**config.mk**
```make
export PLATFORM = sky130hd
export DESIGN_NAME = integer_to_ascii_padded
export DESIGN_NICKNAME = d
export VERILOG_FILES = /design/src/rtl/i2a_pkg.sv /design/src/rtl/integer_to_ascii_padded.sv /design/src/rtl/i2a_cell.sv
export SDC_FILE = /design/constraint.sdc
export NUM_CORES = 1
export LEC_CHECK = 0
export ABC_AREA = 1
export BUFFER_PORTS_ARGS = -buffer_cell sky130_fd_sc_hd__buf_2
export CAP_MARGIN = 0
export CORE_ASPECT_RATIO = 0.9
export CORE_MARGIN = 2
export CORE_UTILIZATION = 45
export CTS_CLUSTER_SIZE = 8
export DETAILED_ROUTE_END_ITERATION = 12
export PLACE_DENSITY_LB_ADDON = 0.15
export SLEW_MARGIN = 20
export SYNTH_ARGS = -nofsm -noshare
export SYNTH_HDL_FRONTEND = slang
export SYNTH_SLANG_ARGS = --single-unit
```
**constraint.sdc**
```tcl
create_clock -name i_clk -period 3.75 [get_ports i_clk]
set_clock_uncertainty 0.2 [all_clocks]
set_input_delay 0.75 -clock i_clk [delete_from_list [all_inputs] [get_ports i_clk]]
set_output_delay 0.75 -clock i_clk [all_outputs]
set_load 0.1 [all_outputs]
```
**src/rtl/i2a_pkg.sv**
```systemverilog
// ----------------------------------------------------------------------------
// i2a_pkg: shared types and constants for the integer to ASCII printer
// Holds the input and result word types, the cell control struct, the state
// encoding and the digit to character mapping.
// ----------------------------------------------------------------------------
package i2a_pkg;

    // Default field width limit
    localparam int PadLimitDef = 64;

    // Digit cells: enough for 20 decimal digits of a 64-bit magnitude
    localparam int NumCells = 20;
    localparam int NdW      = $clog2(NumCells + 1);

    // Format selector codes
    localparam logic [1:0] FUNC_UDEC = 2'd0;
    localparam logic [1:0] FUNC_HEX  = 2'd1;
    localparam logic [1:0] FUNC_SDEC = 2'd2;

    // Character constants
    localparam logic [7:0] CHAR_ZERO  = 8'h30;
    localparam logic [7:0] CHAR_A_LC  = 8'h61;
    localparam logic [7:0] CHAR_MINUS = 8'h2d;

    // Input word
    typedef struct packed {
        logic [1:0]        func;
        logic              word_size;
        logic [63:0]       value;
        logic [7:0]        pad_char;
        logic signed [7:0] pad_width;
    } t_in;

    // Result word
    typedef struct packed {
        logic [7:0] ch;
        logic       last;
    } t_res;

    // Per-cycle command shared by all digit cells
    typedef struct packed {
        logic clr;       // clear the digit
        logic bit_shift; // conversion step: adjust, then shift one bit in
        logic dig_shift; // move the whole digit up one cell
        logic dec;       // decimal adjust enabled
    } t_cell_ctl;

    typedef enum logic [2:0] {
        S_IDLE,
        S_CONV,
        S_ALIGN,
        S_LPAD,
        S_SIGN,
        S_DIGIT,
        S_RPAD
    } t_state;

    // One digit (decimal or hex) to its ASCII character
    function automatic logic [7:0] digit_char(input logic [3:0] d);
        logic [7:0] r;
        if (d < 4'd10) begin
            r = CHAR_ZERO + {4'b0, d};
        end else begin
            r = CHAR_A_LC + {4'b0, d} - 8'd10;
        end
        return r;
    endfunction

endpackage

```
**src/rtl/integer_to_ascii_padded.sv**
```systemverilog
// ----------------------------------------------------------------------------
// integer_to_ascii_padded: integer to padded ASCII text, one character a word
// Converts the magnitude bit-serially through a row of digit cells, skips
// leading zero digits, then emits pad, sign, digits and pad one per cycle.
// ----------------------------------------------------------------------------
// Sequence: the 32 (32-bit word) or 64 (64-bit word) magnitude bits are shifted
//   into the cells, Z = 0..19 leading zero digits are skipped at one a cycle,
//   and then the characters follow at one a cycle.
// One number at a time: busy stays high until the last character is put out;
//   a new word is taken as soon as busy drops.
// Reset: synchronous active-low i_rst_n returns to idle and drops o_strobe.
// The receiver cannot stall: each character is valid for exactly one cycle.
// ----------------------------------------------------------------------------
module integer_to_ascii_padded #(
    parameter int PAD_LIMIT = i2a_pkg::PadLimitDef
) (
    input  logic           i_clk,
    input  logic           i_rst_n,
    input  logic           start,
    input  i2a_pkg::t_in   i_item,
    output logic           busy,
    output logic           o_strobe,
    output i2a_pkg::t_res  o_res
);

    localparam int NCell = i2a_pkg::NumCells;
    localparam int NdW   = i2a_pkg::NdW;
    localparam int PW    = $clog2(PAD_LIMIT + 1);

    // Control state
    i2a_pkg::t_state r_state, n_state;
    logic [5:0]      r_bcnt, n_bcnt;
    logic [NdW-1:0]  r_nd, n_nd;
    logic [PW-1:0]   r_pcnt, n_pcnt;
    logic            r_strobe, n_strobe;

    // Payload held for the current number
    logic [63:0]     r_mag, n_mag;
    logic            r_neg, n_neg;
    logic            r_dec, n_dec;
    logic            r_lpad, n_lpad;
    logic            r_rpad, n_rpad;
    logic [7:0]      r_pc, n_pc;
    logic [PW-1:0]   r_p, n_p;
    i2a_pkg::t_res   r_res, n_res;

    // Cell chain
    i2a_pkg::t_cell_ctl cell_ctl;
    logic [NCell:0]     chain_bit;
    logic [3:0]         chain_dig [NCell+1];

    // Input decode
    logic        in_neg;
    logic [63:0] in_mag;
    logic [7:0]  in_abs;
    logic [PW-1:0] in_p;
    logic [PW-1:0] txt_len;
    logic [PW-1:0] padn;
    logic [3:0]    top_dig;

    // Sign and magnitude of the incoming value
    always_comb begin
        in_neg = (i_item.func == i2a_pkg::FUNC_SDEC) &&
                 (i_item.word_size ? i_item.value[63] : i_item.value[31]);
        if (i_item.word_size) begin
            in_mag = in_neg ? (64'd0 - i_item.value) : i_item.value;
        end else begin
            // Narrow word sits left-justified so that 32 shifts suffice
            in_mag[63:32] = in_neg ? (32'd0 - i_item.value[31:0]) : i_item.value[31:0];
            in_mag[31:0]  = 32'd0;
        end
        in_abs = i_item.pad_width[7] ? (8'd0 - i_item.pad_width) : i_item.pad_width;
        if ({1'b0, in_abs} > 9'(PAD_LIMIT)) begin
            in_p = PW'(PAD_LIMIT);
        end else begin
            in_p = PW'(in_abs);
        end
    end

    // Digit cells, lowest digit in cell 0
    assign chain_bit[0] = r_mag[63];
    assign chain_dig[0] = 4'd0;

    for (genvar gi = 0; gi < NCell; gi++) begin : g_cell
        i2a_cell u_cell (
            .i_clk (i_clk),
            .i_ctl (cell_ctl),
            .i_bit (chain_bit[gi]),
            .i_dig (chain_dig[gi]),
            .o_bit (chain_bit[gi+1]),
            .o_dig (chain_dig[gi+1])
        );
    end

    assign top_dig = chain_dig[NCell];
    assign txt_len = PW'(r_nd) + PW'(r_neg);
    assign padn    = (r_p > txt_len) ? (r_p - txt_len) : '0;

    // Next state and outputs
    always_comb begin
        n_state  = r_state;
        n_bcnt   = r_bcnt;
        n_nd     = r_nd;
        n_pcnt   = r_pcnt;
        n_strobe = 1'b0;
        n_mag    = r_mag;
        n_neg    = r_neg;
        n_dec    = r_dec;
        n_lpad   = r_lpad;
        n_rpad   = r_rpad;
        n_pc     = r_pc;
        n_p      = r_p;
        n_res    = r_res;
        cell_ctl = '{clr: 1'b0, bit_shift: 1'b0, dig_shift: 1'b0, dec: r_dec};

        unique case (r_state)
            i2a_pkg::S_IDLE: begin
                if (start) begin
                    n_mag    = in_mag;
                    n_neg    = in_neg;
                    n_dec    = (i_item.func != i2a_pkg::FUNC_HEX);
                    n_lpad   = !i_item.pad_width[7] && (i_item.pad_width != 8'sd0);
                    n_rpad   = i_item.pad_width[7];
                    n_pc     = i_item.pad_char;
                    n_p      = in_p;
                    n_bcnt   = i_item.word_size ? 6'd63 : 6'd31;
                    n_nd     = NdW'(NCell);
                    cell_ctl.clr = 1'b1;
                    n_state  = i2a_pkg::S_CONV;
                end
            end
            i2a_pkg::S_CONV: begin
                // One magnitude bit into the chain per cycle
                cell_ctl.bit_shift = 1'b1;
                n_mag  = {r_mag[62:0], 1'b0};
                n_bcnt = r_bcnt - 6'd1;
                if (r_bcnt == 6'd0) begin
                    n_state = i2a_pkg::S_ALIGN;
                end
            end
            i2a_pkg::S_ALIGN: begin
                // Move leading zeros out of the top cell, keep at least one digit
                if ((top_dig == 4'd0) && (r_nd > NdW'(1))) begin
                    cell_ctl.dig_shift = 1'b1;
                    n_nd = r_nd - NdW'(1);
                end else begin
                    n_pcnt = padn;
                    if (r_lpad && (padn != '0)) begin
                        n_state = i2a_pkg::S_LPAD;
                    end else if (r_neg) begin
                        n_state = i2a_pkg::S_SIGN;
                    end else begin
                        n_state = i2a_pkg::S_DIGIT;
                    end
                end
            end
            i2a_pkg::S_LPAD: begin
                n_strobe = 1'b1;
                n_res    = '{ch: r_pc, last: 1'b0};
                n_pcnt   = r_pcnt - PW'(1);
                if (r_pcnt == PW'(1)) begin
                    n_state = r_neg ? i2a_pkg::S_SIGN : i2a_pkg::S_DIGIT;
                end
            end
            i2a_pkg::S_SIGN: begin
                n_strobe = 1'b1;
                n_res    = '{ch: i2a_pkg::CHAR_MINUS, last: 1'b0};
                n_state  = i2a_pkg::S_DIGIT;
            end
            i2a_pkg::S_DIGIT: begin
                n_strobe = 1'b1;
                cell_ctl.dig_shift = 1'b1;
                n_nd = r_nd - NdW'(1);
                n_res = '{ch: i2a_pkg::digit_char(top_dig), last: 1'b0};
                if (r_nd == NdW'(1)) begin
                    if (r_rpad && (r_pcnt != '0)) begin
                        n_state = i2a_pkg::S_RPAD;
                    end else begin
                        n_res.last = 1'b1;
                        n_state    = i2a_pkg::S_IDLE;
                    end
                end
            end
            i2a_pkg::S_RPAD: begin
                n_strobe = 1'b1;
                n_pcnt   = r_pcnt - PW'(1);
                n_res    = '{ch: r_pc, last: (r_pcnt == PW'(1))};
                if (r_pcnt == PW'(1)) begin
                    n_state = i2a_pkg::S_IDLE;
                end
            end
            default: begin
                n_state = i2a_pkg::S_IDLE;
            end
        endcase
    end

    // State register
    always_ff @(posedge i_clk) begin
        if (!i_rst_n) begin
            r_state  <= i2a_pkg::S_IDLE;
            r_strobe <= 1'b0;
            r_bcnt   <= '0;
            r_nd     <= '0;
            r_pcnt   <= '0;
        end else begin
            r_state  <= n_state;
            r_strobe <= n_strobe;
            r_bcnt   <= n_bcnt;
            r_nd     <= n_nd;
            r_pcnt   <= n_pcnt;
        end
    end

    // Payload registers
    always_ff @(posedge i_clk) begin
        r_mag  <= n_mag;
        r_neg  <= n_neg;
        r_dec  <= n_dec;
        r_lpad <= n_lpad;
        r_rpad <= n_rpad;
        r_pc   <= n_pc;
        r_p    <= n_p;
        r_res  <= n_res;
    end

    assign busy     = (r_state != i2a_pkg::S_IDLE);
    assign o_strobe = r_strobe;
    assign o_res    = r_res;

`ifndef SYNTHESIS
    // A final character is never followed at once by another
    a_last_gap: assert property (@(posedge i_clk) disable iff (!i_rst_n)
        (o_strobe && o_res.last) |=> !o_strobe)
        else $error("character right after last");

    // An accepted word always starts a conversion
    a_start_conv: assert property (@(posedge i_clk) disable iff (!i_rst_n)
        (start && !busy) |=> (r_state == i2a_pkg::S_CONV))
        else $error("accepted word did not start conversion");

    // Alignment and digit output never run with an empty digit count
    a_digit_cnt: assert property (@(posedge i_clk) disable iff (!i_rst_n)
        (r_state == i2a_pkg::S_DIGIT || r_state == i2a_pkg::S_ALIGN) |-> (r_nd != '0))
        else $error("digit count ran out");

    // Pad states always have characters left to send
    a_pad_cnt: assert property (@(posedge i_clk) disable iff (!i_rst_n)
        (r_state == i2a_pkg::S_LPAD || r_state == i2a_pkg::S_RPAD) |-> (r_pcnt != '0))
        else $error("pad count ran out");
`endif

endmodule

```
**src/rtl/i2a_cell.sv**
```systemverilog
// ----------------------------------------------------------------------------
// i2a_cell: one digit cell of the conversion chain
// Holds one 4-bit digit. During conversion it applies the add-3 correction
// (decimal only) and shifts one bit in from the cell below; during output it
// takes the whole digit of the cell below.
// ----------------------------------------------------------------------------
module i2a_cell (
    input  logic              i_clk,
    input  i2a_pkg::t_cell_ctl i_ctl,
    input  logic              i_bit,
    input  logic [3:0]        i_dig,
    output logic              o_bit,
    output logic [3:0]        o_dig
);

    logic [3:0] r_dig;
    logic [3:0] n_dig;
    logic [3:0] adj;

    // In decimal mode, add 3 when the digit is 5 or more, so the shift carries at ten
    always_comb begin
        if (i_ctl.dec && (r_dig >= 4'd5)) begin
            adj = r_dig + 4'd3;
        end else begin
            adj = r_dig;
        end
    end

    // Next digit
    always_comb begin
        n_dig = r_dig;
        if (i_ctl.clr) begin
            n_dig = 4'd0;
        end else if (i_ctl.bit_shift) begin
            n_dig = {adj[2:0], i_bit};
        end else if (i_ctl.dig_shift) begin
            n_dig = i_dig;
        end
    end

    always_ff @(posedge i_clk) begin
        r_dig <= n_dig;
    end

    assign o_bit = adj[3];
    assign o_dig = r_dig;

endmodule

```
# Word level (Yosys, flattened, before mapping)
# Index checks and enable logic that the tools add are counted.
dict set report totals {
  reg_bits 194
  elab_cells 247
  inputBits 86
  out_inout_bits 11
}
dict set report op_classes {
  mux 96
  reduce_logical 45
  n_lt_le_gt_ge 24
  add_sub_neg 31
  eq_ne 17
}
# operator count
set ops {}
lappend ops {{$mux W4} 59}
lappend ops {{$mux W64} 3}
lappend ops {{$pmux W64 S2} 1}
lappend ops {{$ge A4 B3 Y1 const B} 20}
lappend ops {{$add A4 B2 Y4 const B} 19}
lappend ops {{$sub A1 B64 Y64 const A} 1}
lappend ops {{$pmux W9 S4} 1}
lappend ops {{$mux W32} 1}
lappend ops {{$sub A1 B32 Y32 const A} 1}
lappend ops {{$mux W3} 9}
lappend ops {{$logic_and A1 B1 Y1} 25}
lappend ops {{$pmux W3 S7} 1}
lappend ops {{$mux W8} 2}
lappend ops {{$pmux W5 S3} 1}
lappend ops {{$mux W7} 2}
lappend ops {{$ne A2 B2 Y1 const B} 7}
lappend ops {{$pmux W7 S2} 1}
lappend ops {{$reduce_bool A7 Y1} 2}
lappend ops {{$mux W6} 2}
lappend ops {{$pmux W6 S2} 1}
lappend ops {{$mux W5} 2}
lappend ops {{$eq A3 B3 Y1 const B} 3}
lappend ops {{$mux W1} 9}
lappend ops {{$add A7 B4 Y8 const A} 1}
lappend ops {{other kinds (33)} 39}

# Depth between registers and ports, before layout
# Gate-level depths: netlist of run 1.
dict set report logic_depth {
  word_depth 8
  ltp_mapped 18
  ltp_nobuf 18
}

# Modules after synthesis
# A second synthesis of run 1 with hierarchy kept.
dict set report hier_totals {
  hier_cells 2058
  area_unflattened_um2 14273.7
}
# mod seq_area_each_um2 area_each_um2 instances cells_each
set by_module_without_submodules {}
lappend by_module_without_submodules {integer_to_ascii_padded 3203.1 8242.9 1 1118}
lappend by_module_without_submodules {i2a_cell 80.1 301.5 20 47}

# Worst setup path after synthesis of run 1
# OpenSTA, ideal clock, no wires.
dict set report synth_path {
  path_type {register -> register}
  start {reg r_state[1]}
  end {reg r_bcnt[2]}
  setup_ps 77
  slack_ps 650
  path_stages_with_launch 10
  arrival_ps 2823
  path_buffers 0
  required_ps 3473
  synth_period_minus_slack_ps 3100
  cell_sequence {dfxtp_1 nor2_1 inv_1 nor2_1 inv_2 nor2_2 nor2_1 inv_1 o21ai_0 a31oi_1}
}
dict set report synth_via {
  elab_chain_len 3
  elab_cells_between_ends 6
  cone_classes {eq/ne: 2; mux: 1; reduce/logical: 3}
}
# item line
set synth_lines {}
lappend synth_lines {{from (decl)} integer_to_ascii_padded.sv:31} ;# i2a_pkg::t_state r_state, n_state;
lappend synth_lines {{from (signal assigned)} integer_to_ascii_padded.sv:201} ;# r_state <= i2a_pkg::S_IDLE;
lappend synth_lines {{from (signal assigned)} integer_to_ascii_padded.sv:207} ;# r_state <= n_state;
lappend synth_lines {{$eq A3 B1 Y1 / $logic_not A3 Y1 (equally long branches)} integer_to_ascii_padded.sv:116} ;# unique case (r_state)
lappend synth_lines {{$reduce_bool A2 Y1 (no source line) / $ne A2 B2 Y1 (equally long branches)} --}
lappend synth_lines {{$reduce_and A2 Y1 (no source line)} --}
lappend synth_lines {{to (signal assigned)} integer_to_ascii_padded.sv:209} ;# r_bcnt <= n_bcnt;
lappend synth_lines {{to (decl)} integer_to_ascii_padded.sv:32} ;# logic [5:0] r_bcnt, n_bcnt;
# Parallel ways exist; a longest one is shown, timed or not.
# A chain may end at the register's enable or synchronous reset.

# Worst setup path after layout of run 1
dict set report layout_path {
  start {in i_item[16] in the netlist's numbering}
  end {reg r_mag[60], data pin}
}
dict set report layout_via {
  elab_chain_len 5
  elab_cells_between_ends 7
  cone_classes {add/sub: 2; mux: 5}
}
# item line
set layout_lines {}
lappend layout_lines {{from (decl)} integer_to_ascii_padded.sv:20} ;# input i2a_pkg::t_in i_item,
lappend layout_lines {{$sub A1 B64 Y64 / $sub A1 B32 Y32 (equally long branches)} {integer_to_ascii_padded.sv:66, integer_to_ascii_padded.sv:69}}
lappend layout_lines {{$mux W64 / $mux W32 (equally long branches)} {integer_to_ascii_padded.sv:66, integer_to_ascii_padded.sv:69}}
lappend layout_lines {{$mux W64 (*)} integer_to_ascii_padded.sv:65} ;# if (i_item.word_size) begin
lappend layout_lines {{$mux W64 (*)} integer_to_ascii_padded.sv:118} ;# if (start) begin
lappend layout_lines {{$pmux W64 S2 (*)} integer_to_ascii_padded.sv:116}
lappend layout_lines {{net n_mag[60]} integer_to_ascii_padded.sv:38} ;# logic [63:0] r_mag, n_mag;
lappend layout_lines {{to (signal assigned)} integer_to_ascii_padded.sv:217} ;# r_mag <= n_mag;
lappend layout_lines {{to (decl)} integer_to_ascii_padded.sv:38}
# The timed path passes the listed nets; every way through them passes the cells marked *. The select of a mux whose other input is x is not followed.

==> impl_results.md, run 1 <==
* Int Power at 6.033 mW
* Adder-Cell Fraction of Synth Area at 0.05582
* WP data arrival at 2.92 ns
* Reg power frac at 0.346
* Switching Share at 0.4437
* Post-synthesis register bit count at 194
* Most frequent CP cell: nand2_1
* Hold_sp: g_cell[16].u_cell.o_dig[3]
* Core Area at 29090 um^2
* Clk_lat worst skew at 0.45 ns
* Chip width at 185.6 um
* Number of global-route vias before repair at 11820
* Status: finished, final reports clean
* Simple-gate share of the synthesized area at 0.2447
* Largest net degree at the start of global routing at 119
* Final period utilization at 0.7814
* Routed WL at 38020 um
* Reg2Reg Setup Slack at 0.83 ns
* Vias/cell at 5.447
* Final hold vios at 0
* Floorplan row count at 59
* Port buffer count at 96
* Worst hold path cell count at 2
* Hold Path End: g_cell[16].u_cell.o_dig[3]
* YS warnings at 0
* Crit Path Max Fanout at 6
* DRC viols at 0
* Ant. Diodes at 0
* Post-synth top area share at 0.2068
* GRT Util Overall at 0.2490
* Setup Crit Path Kind: primary input to flip-flop
* Syn nets at 2014
* CP cell instances: buf_2 > inv_1 > ha_1 > nand3_2 > nor2_4 > nand2_1 > inv_1 > nand3_1 > o21ai_1 > xor2_1 > nand2_1 > nand3_1 > nand2_1
* Comb pwr share at 0.473
* Critical Path Sink Type: flip-flop
* Maxcap violations at 0
* Initial Util at 0.4593
* Worst path slowest cell: xor2_1
* DIE HEIGHT at 167.5 um
* WL met1 at 18570 um
* Max Slew Vio Count at 0
* DRT iter0 DRCs at 1132
* Post-synthesis async set-or-reset flop share at 0
* Worst hold path type: flip-flop to flip-flop
* Area Overhead vs Synth at 11.06%
* Post-Syn Instances at 1869
* Mux contribution to synthesized area at 0
* Resized cells post-CTS at 0
* Post-synth top area cell: edfxtp_1
* Global placement routability congestion at 1.025
* DP Wirelength at 27640 um
* CTS Hold Buffers Added at 0
* Final hold slack at 0.2645 ns
* Post-Synth XOR/XNOR Area at 0.05376
* Syn_area_per_cell at 7.148 um^2
* Synth unique cells at 50
* Top delay family on crit path: simple AND/OR/NAND/NOR gates
* Unrepaired setup endpoints after global routing: false
* Launching point of the worst reg2reg path: r_neg
* Leakage power at 6.571 nW
* R2R Path End: r_state[0]
* Complex-gate fraction of the synthesized area at 0.1880
* Total number of vias at 12750
* ANT nets after route at 0
* Synthesized area at 13360 um^2
* Routed len/inst at 16.25 um
* CTS sink count at 194
* First-pass GRT wire length at 61710 um
* # Post-CTS Setup Buffers at 0
* Worst reg2reg path depth at 17
* Die area at 31080 um^2
* Met3 routed WL at 2573 um
* CP required at 3.74 ns
* Delay of the slowest cell on the worst path at 0.38 ns
* Drt first pass iters at 5
* Share of cells above drive strength 1 at 0.09774
* Clock power share at 0.181
* Main combinational cell family by area after synthesis: simple AND/OR/NAND/NOR gates
* Sum Neg Setup Slack at 0 ns
* Final net count at 2076
* CTS Buf Count at 17
* Switching pwr at 4.811 mW
* Clk slew on worst S/H paths at 0.07 ns
* Power Density at 730.9 nW/um^2
* Top FF cell, synth: dfxtp_1
* CTS max path bufs at 2
* Slew headroom at 0.4231
* Area contributors post-synth: edfxtp_1 (21%), dfxtp_1 (15%), nand2_1 (11%), inv_1 (6.9%), o21ai_0 (5.7%)
* Critical Path Start Type: primary input
* Final-report setup violation count at 0
* Top routing layer used: met4
* FMAX at 341.3 MHz
* Post-synth top cells: nand2_1 (386), inv_1 (245), nor2_1 (181)
* Met2 WL at 16210 um
* TritonCTS clock tree: done
* Top-Level Pins at 97
* Worst VDD drop at 0.0004587 V
* H-tree depth at 4
* Post-synthesis sequential area ratio at 0.3597
* Remaining Overflow, GRT at 0
* Post-synth EDFFs at 92
* Clock root buffer: clkbuf_16
* Worst Path Buf+Inv at 3
* Crit path time final at 2.930 ns
* Count leader, synth: nand2_1
* Slew @ Worst Pin at 0.8654 ns
* Initial antenna violation count at 0
power by group through the flow:
stage	combinational [mW]	clock [mW]	sequential, mW
finish	5.13	1.97	3.75
global route	5.90	2.09	3.86
CTS	5.13	2.01	3.75
detailed placement	5.11	0	3.78
global placement	5.04	0	3.77
floorplan	3.81	0	3.83
how the worst max path moves through the flow:
stage | start | endpoint | slack [ns] | depth (start not counted)
after floorplan | r_state[1] | r_bcnt[2] | 0.65 | 9
after global placement | i_item[16] | r_mag[60] | 0.47 | 13
after detailed placement | i_item[16] | r_mag[60] | 0.47 | 13
after CTS | r_neg | r_state[2] | 0.82 | 18
after global routing | r_nd[0] | r_state[1] | 0.53 | 16
final | i_item[16] | r_mag[60] | 0.82 | 13
layer usage:
metal  GRT usage  vias up
met3     0.05241       42
met4     0.06505        0
met2      0.3761      367
met5           0        -
li1            -     6383
met1      0.3607     5954
layout make-up:
class,instances,area (um^2)
Clock buffer,17,425.4
Multi-Input combinational cell,1340,7266
Inverter,263,988.4
Fill cell,2941,14250
Sequential cell,194,4805
Timing Repair Buffer,115,648.1
Tap cell,396,495.5
Clock inverter,15,209.0
cell usage in the layout (no fill, tap or decap), drive strengths merged, types with 5 or more instances in the layout:
master and count:
nand2 386, inv 269, nor2 190, o21ai 173, a21oi 138, nand3 127
buf 115, dfxtp 102, edfxtp 92, xor2 73, ha 58, a221oi 42
nand4 28, o31ai 27, clkbuf 17, nor3 17, or2 10, xnor2 9
a31oi 9, o211ai 8, a22o 7, clkinv 6, o21bai 5, o22ai 5
a211oi 5
worst reg2reg max path, stage by stage, from the launching register on:
cell	delay, ns
edfxtp_1	0.43
ha_1	0.22
ha_1	0.21
nand3_1	0.10
xor2_1	0.16
ha_1	0.30
nand2_1	0.09
nand2_1	0.06
a21oi_1	0.13
nand2_1	0.13
nand2_1	0.12
inv_1	0.09
nand3_1	0.11
nand3_1	0.12
nand3_1	0.12
nand2_1	0.06
nand2_1	0.05
a21oi_1	0.05
state kept, by name (all words and copies together), names as in the netlist:
name,count
r_nd,5
r_neg,1
r_p,7
o_strobe,1
r_mag,64
r_pcnt,7
r_bcnt,6
r_lpad,1
r_rpad,1
g_cell.u_cell.o_dig,80
o_res,9
r_pc,8
r_dec,1
r_state,3
stage by stage:
stage / setup WS [ns] / power (mW) / instances / cell area [um^2] / util
floorplan: 0.6500 / 7.640 / 1869 / 13360 / -
global placement: 0.4665 / 8.810 / 2308 / 14200 / 0.4883
detailed placement: 0.4663 / 8.886 / 2308 / 14200 / 0.4883
CTS: 0.8155 / 10.88 / 2340 / 14840 / 0.5101
global route: 0.5272 / 11.85 / 2340 / 14840 / 0.5101
finish: 0.8196 / 10.84 / 2340 / 14840 / 0.5101
cells by family after synthesis:
kind of cell / Yosys count
adders and majority gates: 59
AOI/OAI and AO/OA: 430
DFF: 194
and+or+nand+nor: 769
xor gates and xnor gates: 82
buffers and inverters: 335
No activity file was read; power rests on OpenSTA's default activity.
==> run 2: changes to the inputs <==
- ABC_AREA: 1 -> 0
- clock period: 3.75 -> 2.7 ns (I/O delays scaled with it)
==> run 2 against run 1 <==
The flow now finishes with violations (negative setup slack); largest power group unchanged; total power up 55%; highest routed layer unchanged; clock-buffer cell count is 2 higher; worst setup slack got worse by 1.0 ns; critical endpoint is now r_state[2]; sequential cell count did not move; sequential power is 43% higher; first-iteration DRC count is 21% lower.
==> impl_results.md, run 2 <==
* Post-synth top area cell: edfxtp_1
* Post-synthesis sequential area ratio at 0.3676
* Final-report setup violation count at 5
* H-tree depth at 4
* Commonest non-fill, non-tap cells in the layout: buf_4 (173), nor2_1 (139), a21oi_1 (139)
* Post-synth top area share at 0.2114
* Dpl cell area at 15380 um^2
* FMAX at 342.6 MHz
* DIE HEIGHT at 165.7 um
* Vias/cell at 5.826
* Worst hold path cell count at 1
* Maxcap violations at 0
* Max Slew Vio Count at 0
* Largest net degree at the start of global routing at 65
* Initial antenna violation count at 0
* CTS max path bufs at 2
* FILL cells at 2600
* Core Util, Final at 0.5676
* Launching point of the worst reg2reg path: r_neg
* CP required at 2.85 ns
* Failing checks: negative setup slack
* Core Area at 28720 um^2
* R2R Path End: r_state[2]
* Top FF cell, synth: dfxtp_1
* Clk_lat worst skew at 0.45 ns
* Setup Crit Path Kind: flip-flop to flip-flop
* Syn nets at 1681
* Slew @ Worst Pin at 0.8365 ns
* Final period utilization at 1.081
* Share of cells above drive strength 1 at 0.2252
* Post-route cell area at 16300 um^2
* Post-synth EDFFs at 92
* Syn_area_per_cell at 8.510 um^2
* Commonest non-fill, non-tap cell in the layout: buf_4
* Crit Path Max Fanout at 6
* First-pass GRT wire length at 60120 um
* Final hold slack at 0.07452 ns
* Clock root buffer: clkbuf_16
* Critical path startpoint: r_neg
* Post-synthesis register bit count at 194
* Port buffer count at 96
* Chip width at 183.7 um
* Global placement routability congestion at 0.9387
* GRT Util Overall at 0.2433
* DRC viols at 0
* Total power at 16.85 mW
* Remaining Overflow, GRT at 0
* CTS Hold Buffers Added at 0
* Leakage power at 6.318 nW
* Area contributors post-synth: edfxtp_1 (21%), dfxtp_1 (16%), ha_1 (5.6%), a21oi_1 (5.5%), nor2_1 (4.1%)
* Slew headroom at 0.4403
* Post-synthesis async set-or-reset flop share at 0
* Unrepaired setup endpoints after global routing: true
* Worst reg2reg path depth at 10
* Die area at 30430 um^2
* Max reg flops at 80
* Floorplan row count at 59
* Post-Syn Instances at 1536
* Critical Path Sink Type: flip-flop
* Top-Level Pins at 97
* Initial Util at 0.4552
* ANT nets after route at 0
* Post-synth top cells: a21oi_1 (143), nor2_1 (143), nand2_1 (107)
* CTS Buf Count at 17
* Sum Neg Setup Slack at -0.8154 ns
* Critical Path Start Type: flip-flop
* Worst Setup EP: r_state[2]
* Worst VDD drop at 0.0007619 V
* Status: complete, but fails checks
* Final net count at 1904
* Drt first pass iters at 5
* Reg2Reg Setup Slack at -0.22 ns
* YS warnings at 0
* Number of global-route vias before repair at 11580
* Clk slew on worst S/H paths at 0.08 ns
* Final hold vios at 0
* Routed len/inst at 17.34 um
* Worst hold path type: primary input to flip-flop
* Routed WL at 37060 um
* Ant. Diodes at 0
* Worst setup margin at -0.2187 ns
* WP data arrival at 3.07 ns
* Total number of vias at 12460
* Reg area at 4807 um^2
* Crit path time final at 2.919 ns
* TritonCTS clock tree: done
* CTS sink count at 194
* Power Density at 1034 nW/um^2
* Area Overhead vs Synth at 24.69%
* Synth unique cells at 75
* DRT iter0 DRCs at 890
* Area of the multi-input gates at 7924 um^2
* DP Wirelength at 26380 um
* Synthesized area at 13070 um^2
==> run 2: cell count changes after synthesis, moves of 33 or more <==
cell,change
inv_1,-152
clkbuf_1,+33
nand2_1,-279
nand3_1,-100
o211ai_1,+33
o21ai_0,-76
nor3_1,+33
nor2_1,-38
mux2i_1,+39
a221oi_1,-37
xnor2_1,+35
==> run 2: kinds of logic (layout without fill, tap and decap cells) <==
group           after synthesis  after routing  synth area share
flops                       194            194            0.3676
compound gates              483            483            0.2391
fa+ha+maj                    59             59           0.05705
xor+xnor                     96             96           0.06432
buf+inv                     183            419           0.05389
mux                          41             41           0.03159
simple gates                480            480            0.1865
==> run 2: final cells by class <==
| class | instances | share of cell area |
|---|---|---|
| multi-input cells | 1159 | 0.4862 |
| flip-flops and latches | 194 | 0.2949 |
| repair buffers | 291 | 0.1335 |
| well taps | 366 | 0.02810 |
| clock buffers | 19 | 0.02656 |
| inverters | 96 | 0.02234 |
| clock inverters | 13 | 0.008368 |
==> run 2: worst min-delay path by stage <==
stage,start,endpoint,slack (ns)
after floorplan,r_bcnt[5],r_bcnt[5],0.25
after global placement,g_cell[19].u_cell.o_dig[1],g_cell[19].u_cell.o_dig[1],0.27
after detailed placement,g_cell[17].u_cell.o_dig[1],g_cell[17].u_cell.o_dig[1],0.28
after CTS,i_item[8],r_pc[0],0.06
after global routing,i_item[12],r_pc[4],0.06
final,i_item[8],r_pc[0],0.07
==> run 2: stage by stage <==
stage / worst slack (ns) / cells
floorplan: -0.1153 / 1536
global placement: -0.4313 / 2100
detailed placement: -0.4212 / 2100
CTS: -0.1505 / 2137
global route: -0.3495 / 2138
finish: -0.2187 / 2138
==> run 2: critical path: stages (launching register included) <==
cell and delay, ns:
edfxtp_1 0.43, ha_4 0.19, nand3_1 0.14, xor2_2 0.22
ha_4 0.26, o21ai_0 0.32, o21bai_1 0.14, a21oi_1 0.17
xor2_1 0.12, o311a_1 0.37, a221oi_2 0.24
==> run 2: per-layer routing <==
layer | wire [um] | GRT usage | share of wire | up-vias
met2 | 16740 | 0.3764 | 0.45 | 364
met4 | 666 | 0.06226 | 0.018 | 0
met5 | 0 | 0 | 0 | -
li1 | - | - | - | 6106
met3 | 2165 | 0.03980 | 0.058 | 45
met1 | 17490 | 0.3530 | 0.47 | 5941
==> run 2: where the power goes <==
part           switching, mW  internal (mW)
registers              0.838           4.53
clock network           1.31           1.24
logic                   5.19           3.75
==> run 2: what timing repair did <==
action	CTS	global route
setup buffers	5	1
setup endpoints to repair	10	47
pin swaps	18	13
hold endpoints to repair	0	0
gates resized for setup	20	37
